## src/sv/teq_pkg.sv

```systemverilog
package teq_pkg;

	localparam int TIME_W          = 48;
	localparam int RCV_W           = 8;
	localparam int TYPE_W          = 16;
	localparam int DELAY_W         = 24;
	localparam int KIND_W          = 2;
	localparam int POLL_W          = 10;
	localparam int QUEUE_DEPTH_DEF = 16;
	localparam int MAX_RESULTS     = 16;
	localparam int CNT_W           = $clog2(MAX_RESULTS);

	// APB
	localparam int PADDR_W = 3;
	localparam int PDATA_W = 32;
	localparam int REG_IDX_W = 1;
	localparam logic [REG_IDX_W-1:0] REG_POLL_INTERVAL = 1'b0;

	localparam logic OP_SCHEDULE = 1'b0;
	localparam logic OP_TICK     = 1'b1;

	localparam logic [KIND_W-1:0] KIND_ACCEPTED   = 2'd0;
	localparam logic [KIND_W-1:0] KIND_REJECTED   = 2'd1;
	localparam logic [KIND_W-1:0] KIND_DISPATCHED = 2'd2;

	typedef struct packed {
		logic load;         // capture input word, compute due time
		logic sched;        // insert (unless full) and emit schedule answer
		logic tick;         // advance time and poll phase
		logic drain_start;  // clear dispatch count
		logic pop;          // emit head entry and shift row left
	} dp_cmd_t;

	typedef struct packed {
		logic out_free;
		logic check;
		logic head_due;
		logic pop_last;
	} dp_status_t;

endpackage

```

## src/sv/timed_event_queue_top.sv

```systemverilog
// Channel  Direction  Handshake              Payload
// input    in         in_valid / in_ready    operation, receiver_id, event_type, delay_ticks
// output   out        out_valid / out_ready  kind, out_receiver, out_type, last
// config   APB        psel, penable, pready  paddr, pwdata, prdata (poll_interval at 0x0)
//
// A schedule is captured with the due-time add, then compared and shifted into the cell row.
// A tick advances time and poll phase; a check dispatches each due word (up to 16), or none if none is due.
// A full output register stalls the controller; the next word is taken once it returns to idle.
// Reset clears occupancy, time, poll phase and the output valid; poll_interval resets to 1.
module timed_event_queue_top #(
	parameter int QUEUE_DEPTH = teq_pkg::QUEUE_DEPTH_DEF
) (
	input  logic                          clk,
	input  logic                          arst_n,
	input  logic                          in_valid,
	output logic                          in_ready,
	input  logic                          operation,
	input  logic [teq_pkg::RCV_W-1:0]     receiver_id,
	input  logic [teq_pkg::TYPE_W-1:0]    event_type,
	input  logic [teq_pkg::DELAY_W-1:0]   delay_ticks,
	output logic                          out_valid,
	input  logic                          out_ready,
	output logic [teq_pkg::KIND_W-1:0]    kind,
	output logic [teq_pkg::RCV_W-1:0]     out_receiver,
	output logic [teq_pkg::TYPE_W-1:0]    out_type,
	output logic                          last,
	input  logic                          psel,
	input  logic                          penable,
	input  logic                          pwrite,
	input  logic [teq_pkg::PADDR_W-1:0]   paddr,
	input  logic [teq_pkg::PDATA_W-1:0]   pwdata,
	output logic [teq_pkg::PDATA_W-1:0]   prdata,
	output logic                          pready
);

	logic [teq_pkg::POLL_W-1:0] poll_interval_q;
	logic                       reg_hit;
	teq_pkg::dp_cmd_t           cmd;
	teq_pkg::dp_status_t        status;

	assign pready  = 1'b1;
	assign reg_hit = paddr[teq_pkg::PADDR_W-1:2] == teq_pkg::REG_POLL_INTERVAL;

	always_ff @(posedge clk or negedge arst_n) begin
		if (!arst_n) begin
			poll_interval_q <= teq_pkg::POLL_W'(1);
		end else if (psel && penable && pwrite && reg_hit) begin
			poll_interval_q <= pwdata[teq_pkg::POLL_W-1:0];
		end
	end

	assign prdata = reg_hit ? teq_pkg::PDATA_W'(poll_interval_q) : '0;

	teq_ctrl u_ctrl (
		.clk       (clk),
		.arst_n    (arst_n),
		.in_valid  (in_valid),
		.in_ready  (in_ready),
		.operation (operation),
		.status    (status),
		.cmd       (cmd)
	);

	teq_dp #(
		.QUEUE_DEPTH (QUEUE_DEPTH)
	) u_dp (
		.clk           (clk),
		.arst_n        (arst_n),
		.cmd           (cmd),
		.status        (status),
		.poll_interval (poll_interval_q),
		.receiver_id   (receiver_id),
		.event_type    (event_type),
		.delay_ticks   (delay_ticks),
		.out_valid     (out_valid),
		.out_ready     (out_ready),
		.kind          (kind),
		.out_receiver  (out_receiver),
		.out_type      (out_type),
		.last          (last)
	);

endmodule

```

## src/sv/teq_ctrl.sv

```systemverilog
module teq_ctrl (
	input  logic                  clk,
	input  logic                  arst_n,
	input  logic                  in_valid,
	output logic                  in_ready,
	input  logic                  operation,
	input  teq_pkg::dp_status_t   status,
	output teq_pkg::dp_cmd_t      cmd
);

	typedef enum logic [3:0] {
		ST_IDLE  = 4'b0001,
		ST_SCHED = 4'b0010,
		ST_TICK  = 4'b0100,
		ST_DRAIN = 4'b1000
	} state_t;

	state_t state_q, state_d;

	always_ff @(posedge clk or negedge arst_n) begin
		if (!arst_n) begin
			state_q <= ST_IDLE;
		end else begin
			state_q <= state_d;
		end
	end

	always_comb begin
		state_d  = state_q;
		cmd      = '0;
		in_ready = 1'b0;
		unique case (state_q)
			ST_IDLE: begin
				in_ready = 1'b1;
				if (in_valid) begin
					cmd.load = 1'b1;
					state_d  = (operation == teq_pkg::OP_TICK) ? ST_TICK : ST_SCHED;
				end
			end
			ST_SCHED: begin
				if (status.out_free) begin
					cmd.sched = 1'b1;
					state_d   = ST_IDLE;
				end
			end
			ST_TICK: begin
				cmd.tick        = 1'b1;
				cmd.drain_start = 1'b1;
				state_d         = status.check ? ST_DRAIN : ST_IDLE;
			end
			ST_DRAIN: begin
				if (!status.head_due) begin
					state_d = ST_IDLE;
				end else if (status.out_free) begin
					cmd.pop = 1'b1;
					if (status.pop_last) begin
						state_d = ST_IDLE;
					end
				end
			end
			default: begin
				state_d = ST_IDLE;
			end
		endcase
	end

endmodule

```

## src/sv/teq_dp.sv

```systemverilog
module teq_dp #(
	parameter int QUEUE_DEPTH = teq_pkg::QUEUE_DEPTH_DEF
) (
	input  logic                         clk,
	input  logic                         arst_n,
	input  teq_pkg::dp_cmd_t             cmd,
	output teq_pkg::dp_status_t          status,
	input  logic [teq_pkg::POLL_W-1:0]   poll_interval,
	input  logic [teq_pkg::RCV_W-1:0]    receiver_id,
	input  logic [teq_pkg::TYPE_W-1:0]   event_type,
	input  logic [teq_pkg::DELAY_W-1:0]  delay_ticks,
	output logic                         out_valid,
	input  logic                         out_ready,
	output logic [teq_pkg::KIND_W-1:0]   kind,
	output logic [teq_pkg::RCV_W-1:0]    out_receiver,
	output logic [teq_pkg::TYPE_W-1:0]   out_type,
	output logic                         last
);

	localparam int OCC_W = $clog2(QUEUE_DEPTH + 1);

	// input word
	logic [teq_pkg::RCV_W-1:0]  rcv_q;
	logic [teq_pkg::TYPE_W-1:0] type_q;
	logic [teq_pkg::TIME_W-1:0] due_q;

	// sorted cell row, slots below occ_q are live
	logic [teq_pkg::TIME_W-1:0] due_time_q [QUEUE_DEPTH];
	logic [teq_pkg::RCV_W-1:0]  slot_rcv_q [QUEUE_DEPTH];
	logic [teq_pkg::TYPE_W-1:0] slot_type_q[QUEUE_DEPTH];

	logic [OCC_W-1:0]             occ_q;
	logic [teq_pkg::TIME_W-1:0]   now_q;
	logic [teq_pkg::POLL_W-1:0]   phase_q;
	logic [teq_pkg::CNT_W-1:0]    cnt_q;

	logic [QUEUE_DEPTH-1:0]       live;
	logic [QUEUE_DEPTH-1:0]       take;
	logic                         full;
	logic                         do_insert;
	logic [teq_pkg::POLL_W-1:0]   phase_next;
	logic [teq_pkg::POLL_W-1:0]   interval_eff;
	logic                         next_due;

	always_ff @(posedge clk) begin
		if (cmd.load) begin
			rcv_q  <= receiver_id;
			type_q <= event_type;
			due_q  <= now_q + teq_pkg::TIME_W'(delay_ticks);
		end
	end

	// a cell takes part in the insert shift when it is empty or holds a later due time
	for (genvar i = 0; i < QUEUE_DEPTH; i++) begin : g_take
		assign live[i] = OCC_W'(i) < occ_q;
		assign take[i] = !live[i] || (due_time_q[i] > due_q);
	end

	assign full      = occ_q == OCC_W'(QUEUE_DEPTH);
	assign do_insert = cmd.sched && !full;

	for (genvar i = 0; i < QUEUE_DEPTH; i++) begin : g_cell
		if (i == 0) begin : g_head
			always_ff @(posedge clk) begin
				if (do_insert) begin
					if (take[0]) begin
						due_time_q[0]  <= due_q;
						slot_rcv_q[0]  <= rcv_q;
						slot_type_q[0] <= type_q;
					end
				end else if (cmd.pop) begin
					due_time_q[0]  <= due_time_q[1];
					slot_rcv_q[0]  <= slot_rcv_q[1];
					slot_type_q[0] <= slot_type_q[1];
				end
			end
		end else if (i == QUEUE_DEPTH - 1) begin : g_tail
			always_ff @(posedge clk) begin
				if (do_insert) begin
					if (take[i-1]) begin
						due_time_q[i]  <= due_time_q[i-1];
						slot_rcv_q[i]  <= slot_rcv_q[i-1];
						slot_type_q[i] <= slot_type_q[i-1];
					end else if (take[i]) begin
						due_time_q[i]  <= due_q;
						slot_rcv_q[i]  <= rcv_q;
						slot_type_q[i] <= type_q;
					end
				end
			end
		end else begin : g_mid
			always_ff @(posedge clk) begin
				if (do_insert) begin
					if (take[i-1]) begin
						due_time_q[i]  <= due_time_q[i-1];
						slot_rcv_q[i]  <= slot_rcv_q[i-1];
						slot_type_q[i] <= slot_type_q[i-1];
					end else if (take[i]) begin
						due_time_q[i]  <= due_q;
						slot_rcv_q[i]  <= rcv_q;
						slot_type_q[i] <= type_q;
					end
				end else if (cmd.pop) begin
					due_time_q[i]  <= due_time_q[i+1];
					slot_rcv_q[i]  <= slot_rcv_q[i+1];
					slot_type_q[i] <= slot_type_q[i+1];
				end
			end
		end
	end

	assign phase_next   = phase_q + 1'b1;
	assign interval_eff = (poll_interval == '0) ? teq_pkg::POLL_W'(1) : poll_interval;
	assign next_due     = live[1] && (due_time_q[1] < now_q);

	always_comb begin
		status.out_free = !out_valid || out_ready;
		status.check    = !((phase_next < interval_eff) && (phase_next != '0));
		status.head_due = live[0] && (due_time_q[0] < now_q);
		status.pop_last = (cnt_q == teq_pkg::CNT_W'(teq_pkg::MAX_RESULTS - 1)) || !next_due;
	end

	always_ff @(posedge clk or negedge arst_n) begin
		if (!arst_n) begin
			occ_q   <= '0;
			now_q   <= '0;
			phase_q <= '0;
			cnt_q   <= '0;
		end else begin
			if (do_insert) begin
				occ_q <= occ_q + 1'b1;
			end else if (cmd.pop) begin
				occ_q <= occ_q - 1'b1;
			end
			if (cmd.tick) begin
				now_q   <= now_q + 1'b1;
				phase_q <= status.check ? '0 : phase_next;
			end
			if (cmd.drain_start) begin
				cnt_q <= '0;
			end else if (cmd.pop) begin
				cnt_q <= cnt_q + 1'b1;
			end
		end
	end

	// output word register
	always_ff @(posedge clk or negedge arst_n) begin
		if (!arst_n) begin
			out_valid <= 1'b0;
		end else if (cmd.sched || cmd.pop) begin
			out_valid <= 1'b1;
		end else if (out_ready) begin
			out_valid <= 1'b0;
		end
	end

	always_ff @(posedge clk) begin
		if (cmd.sched) begin
			kind         <= full ? teq_pkg::KIND_REJECTED : teq_pkg::KIND_ACCEPTED;
			out_receiver <= rcv_q;
			out_type     <= type_q;
			last         <= 1'b1;
		end else if (cmd.pop) begin
			kind         <= teq_pkg::KIND_DISPATCHED;
			out_receiver <= slot_rcv_q[0];
			out_type     <= slot_type_q[0];
			last         <= status.pop_last;
		end
	end

endmodule
```

## config.mk

```make
export PLATFORM = sky130hd
export DESIGN_NAME = timed_event_queue_top
export DESIGN_NICKNAME = d
export VERILOG_FILES = /design/src/sv/teq_pkg.sv /design/src/sv/timed_event_queue_top.sv /design/src/sv/teq_ctrl.sv /design/src/sv/teq_dp.sv
export SDC_FILE = /design/constraint.sdc
export NUM_CORES = 2
export LEC_CHECK = 0
export ABC_CLOCK_PERIOD_IN_PS = 21300
export BUFFER_PORTS_ARGS = -buffer_cell sky130_fd_sc_hd__buf_2
export CAP_MARGIN = 20
export CORE_UTILIZATION = 50
export CTS_BUF_LIST = sky130_fd_sc_hd__clkbuf_16
export DETAILED_ROUTE_END_ITERATION = 10
export GPL_ROUTABILITY_DRIVEN = 0
export PLACE_DENSITY = 0.74
export SLEW_MARGIN = 20
export SYNTH_ARGS = -nofsm -noshare
export SYNTH_HDL_FRONTEND = slang
export SYNTH_SLANG_ARGS = --single-unit
```

## constraint.sdc

```tcl
create_clock -name clk -period 21.3 [get_ports clk]
set_input_delay 2.13 -clock clk [delete_from_list [all_inputs] [get_ports clk]]
set_output_delay 2.13 -clock clk [all_outputs]
set_load 0.02 [all_outputs]
```

; ---- Yosys cells after proc, flatten, opt, wreduce, memory -nomap -nowiden
; Memories as Yosys holds them, arrays and structs flattened.
; Cells that the tools add are included.
[word_totals]
regBits = 181
mem_bits_rw = 1152
out_inout_bits = 62
memories = 3
word_cells = 427
[classes]
n_addsub = 6
n_eq_ne = 10
bitwise_logic = 91
n_lt_le_gt_ge = 35
reduce_logical = 52
n_mux = 216
[mem_list]
columns = memory, words, word_bits, rd, rd_ports_with_merged_regs, write_ports, line_no
row1 = u_dp.due_time_q, 16, 48, 16, 0, 16, teq_dp.sv:28  ; logic [teq_pkg::TIME_W-1:0] due_time_q [QUEUE_DEPTH];
row2 = u_dp.slot_type_q, 16, 16, 16, 0, 16, teq_dp.sv:30  ; logic [teq_pkg::TYPE_W-1:0] slot_type_q[QUEUE_DEPTH];
row3 = u_dp.slot_rcv_q, 16, 8, 16, 0, 16, teq_dp.sv:29  ; logic [teq_pkg::RCV_W-1:0] slot_rcv_q [QUEUE_DEPTH];
[ops]
columns = cell, count
row1 = $mux 48, 30
row2 = $gt 48x48->1, 16
row3 = $mux 16, 32
row4 = $mux 8, 32
row5 = $mux 1, 104
row6 = $lt 48x48->1, 2
row7 = $or 1x1->1, 90
row8 = $add 48x1->48 const B, 1
row9 = $add 48x24->48, 1
row10 = $lt 4x5->1 const A, 8
row11 = $mux 4, 8
row12 = $mux 10, 3
row13 = $lt 3x5->1 const A, 4
row14 = $logic_not 1->1, 19
row15 = $logic_or 1x1->1, 19
row16 = $pmux 4 s4, 1
row17 = $add 10x1->10 const B, 1
row18 = $logic_not 10->1, 1
row19 = $lt 1x5->1 const A, 2
row20 = $lt 10x10->1, 1
row21 = $lt 2x5->1 const A, 2
row22 = $mux 5, 2
row23 = $reduce_bool 10->1, 1
row24 = $eq 4x4->1 const B, 2
row25 = 15 further kinds, 28

; ---- Depth between registers and ports, before layout
[depth]
word_depth = 9
mapped_depth = 16
ltp_nobuf = 14

; ---- By module
; A second synthesis with hierarchy kept.
[hier_totals]
cells_unflattened = 7985
hier_area_um2 = 85250.5
[modules_own_cells]
columns = mod, seq_area_each_um2, area_each_um2, n_inst, cells_per_inst
row1 = teq_dp, 39257.7, 84314.6, 1, 7904
row2 = timed_event_queue_top, 251.5, 683.2, 1, 58
row3 = teq_ctrl, 101.3, 252.7, 1, 23

; ---- Worst setup path after synthesis
; No wires, ideal clock.
[synth_path]
path_type = input to register
start = in out_ready
end = mem u_dp.due_time_q[0][48] (netlist name) (enable)
path_stages = 8
arrival_ps = 9940
path_buffers = 1
t_required_ps = 20901
setup_time_ps = 399
path_slack_ps = 10961
cell_sequence = nor2b_1 > nor2_2 > nand2b_1 > buf_2 > and3_1 > a221oi_2 > nor3b_1 > or2_2
[synth_lines]
columns = element, line_no
row1 = start: declaration, timed_event_queue_top.sv:22  ; input logic out_ready,
row2 = end: declaration, teq_dp.sv:28

==> reports/metrics.cfg <==
[outcome]
status = finished clean

[sta]
finalCritPeriodShare_pct = 36.83
whs_ns = 0.4691
finalCriticalPeriod_ns = 7.844
setup_slack_ns = 13.46
finClkSkew_ns = 0.04185
worstMarginPinSlew_ns = 1.327
relSlewSlack_pct = 11.00
rsz0062_at_grt = false
finalSetupTns_ns = 0
clock.fmax_mhz = 127.5
report.final.slew_viol_count = 0
finalHoldViolations = 0
finalSetupViolations = 0

[setup_path]
rr_startpoint = u_dp.now_q[35]
critPathBufInv = 5
path_class = reg2reg
critPathTopFamily = buffers and inverters
arrival_ns = 8.53
r2r_end = u_dp.due_time_q[1][20]
regToRegSetupSlack_ns = 13.46
worstPathMaxFanout = 112
reg2reg_depth = 14
path_cells = inv_1 > ha_1 > a21oi_1 > o21ai_0 > a2111oi_1 > o211ai_1 > a211oi_4 > buf_4 > buf_4 > buf_4 > buf_4 > nand2_1 > a21oi_1 > a21o_1
cp_slowest_cell = a2111oi_1
slowest_delay_ns = 1.22
worstSetupEndpointType = flop
cp_common_cell = buf_4
worst_ep_required_time_ns = 21.98
critPathLaunchType = flop

[route]
wl_um = 266000
dr.first_iter.drc_count = 9376
avgRoutedWirePerCell_um = 25.56
viasPerCell = 6.523
drt-pass1-iter-count = 6
vias = 67880
drtAntennaViolNets = 0
drc_errors = 0

[final_layout]
utilization_pct = 54.48
drive_gt1_share_pct = 7.064
syn_to_final_growth_pct = 8.381
final_nets = 9053
fillers = 14290
final_common_cell = nand2_1
layout_common_cells = nand2_1 (1531), edfxtp_1 (1250), ha_1 (901)

[floorplan]
io_pins = 153
fp.coreArea_mm2 = 0.1693
die_area_mm2 = 0.1718
fp.dieH_um = 414.5
num_rows = 151
die_w_um = 414.5
initial_core_util_pct = 50.27

[job]
maxCapViolations = 0

[global_routing]
grt_max_degree = 265
grt_overflow = 0
antenna_found_initial = 9
first_global_vias = 64760
gr-usage-all-layers_pct = 30.05
grt_first_pass_wirelength_um = 396600

[clock_tree]
numCtsBuffers = 149
cts_tree = built
htree_levels = 4
clock_path_buffers = 3
ctsResizeCount = 0
root_buffer = clkbuf_16
cts.sinks = 1333
ctsHoldBuffers = 0
clk_latency_ns = 0.84
clkSlewWorstSetupHoldPaths_ns = 0.06
cts_setup_buffers = 0

[placement]
dp_hpwl_um = 179100
post-place-ws_ns = 13.76
port_buffers = 105

[synth]
avgSynthCellArea_um2 = 10.46
synth.top_cell.area_share_pct = 44.11
synth-main-ff-cell = edfxtp_1
synth_area_leaders = edfxtp_1 (44%), ha_1 (13%), mux2i_1 (10%)
synth_area_leader_cell = edfxtp_1
ys_ff_latch = 1333
ys_seq_area_share_pct = 46.55
synthArstFlopShare_pct = 6.152
synth_area_mm2 = 0.08509
yosysUniqueCellTypes = 90
synth-edff-count = 1250
synthCells = 8132
ys_warn_count = 0

[power]
p_per_area_mw_per_mm2 = 87.69
p_leak_nw = 37.52
max-vdd-ir-drop_v = 0.00008702
power_w = 0.008087

[worst_hold_path]
hp-class = reg2reg
hp-start = u_dp.now_q[47]
min_delay_worst_endpoint = u_dp.now_q[47]
hold_depth = 1

==> through the flow <==
step | instance area [µm²] | std cells
after floorplan | 85170 | 8153
after global placement | 87470 | 10120
after detailed placement | 87490 | 10130
after CTS | 92170 | 10400
after global routing | 92210 | 10400
final | 92230 | 10410
==> metal layers <==
metal / routed length, µm / GRT usage, % / up-vias
li1: - / - / 30150
met1: 104600 / 40.39 / 33030
met2: 115600 / 45.11 / 4019
met3: 30680 / 6.710 / 677
met4: 15070 / 16.29 / 4
met5: 24 / 0 / -
==> cell type report <==
| cell class | count | area, µm² | share of cell area (%) |
|---|---|---|---|
| diodes | 6 | 15.01 | 0.01628 |
| clock buffers | 151 | 3779 | 4.097 |
| clock inverters | 122 | 904.6 | 0.9809 |
| inverters | 175 | 659.4 | 0.7150 |
| multi-input cells | 6158 | 42900 | 46.51 |
| flip-flops and latches | 1333 | 39610 | 42.95 |
| well taps | 2218 | 2775 | 3.009 |
| repair buffers | 243 | 1587 | 1.720 |
==> synthesized netlist by cell type (80+ instances only) <==
library cell     n
o21ai_1        546
inv_1          173
nor2_1         120
edfxtp_1      1250
dfrtp_1         80
nand4_1        190
nand2_1       1544
mux2i_1        846
a21o_1         143
clkbuf_1       229
nand3_1        191
ha_1           901
xnor2_1         90
o211ai_1       112
a21oi_1        416
o21ai_0        466
buf_2          194
==> power breakdown <==
part	internal (W)	switching, W
Sequential	0.00329	0.000306
Clock	0.00139	0.00115
Combinational	0.000655	0.00129
Total	0.00533	0.00275
==> logic make-up after synthesis <==
family / synth area share [%]
simple gates: 11.84
compound gates: 12.81
other cells: 0.008826
flops: 46.55
buf+inv: 3.483
mux: 10.97
fa+ha+maj: 13.27
xor+xnor: 1.070
==> how the worst max path moves through the flow <==
stage	start	to	slack (ns)	cells after the start
2_1_floorplan	out_ready	u_dp.due_time_q[0][48]	10.96	8
3_3_place_gp	u_dp.now_q[35]	u_dp.slot_rcv_q[8][0]	13.93	13
3_5_place_dp	u_dp.now_q[35]	u_dp.slot_rcv_q[8][1]	13.76	13
4_1_cts	u_dp.now_q[35]	u_dp.slot_rcv_q[8][6]	13.68	13
5_1_grt	u_dp.now_q[35]	u_dp.due_time_q[1][20]	13.37	14
6_report	u_dp.now_q[35]	u_dp.due_time_q[1][20]	13.46	14
==> sequential cells by signal, indices dropped and copies added, names as in the netlist <==
register           count
u_dp.out_type         16
u_dp.phase_q          10
u_dp.rcv_q             8
u_dp.now_q            48
u_dp.occ_q             5
u_dp.cnt_q             4
poll_interval_q       10
u_dp.slot_type_q     256
u_dp.out_valid         1
u_ctrl.state_q         4
u_dp.slot_rcv_q      128
u_dp.out_receiver      8
u_dp.due_time_q      768
u_dp.kind              2
u_dp.type_q           16
u_dp.last              1
u_dp.due_q            48
(Power assumes the default switching activity.)
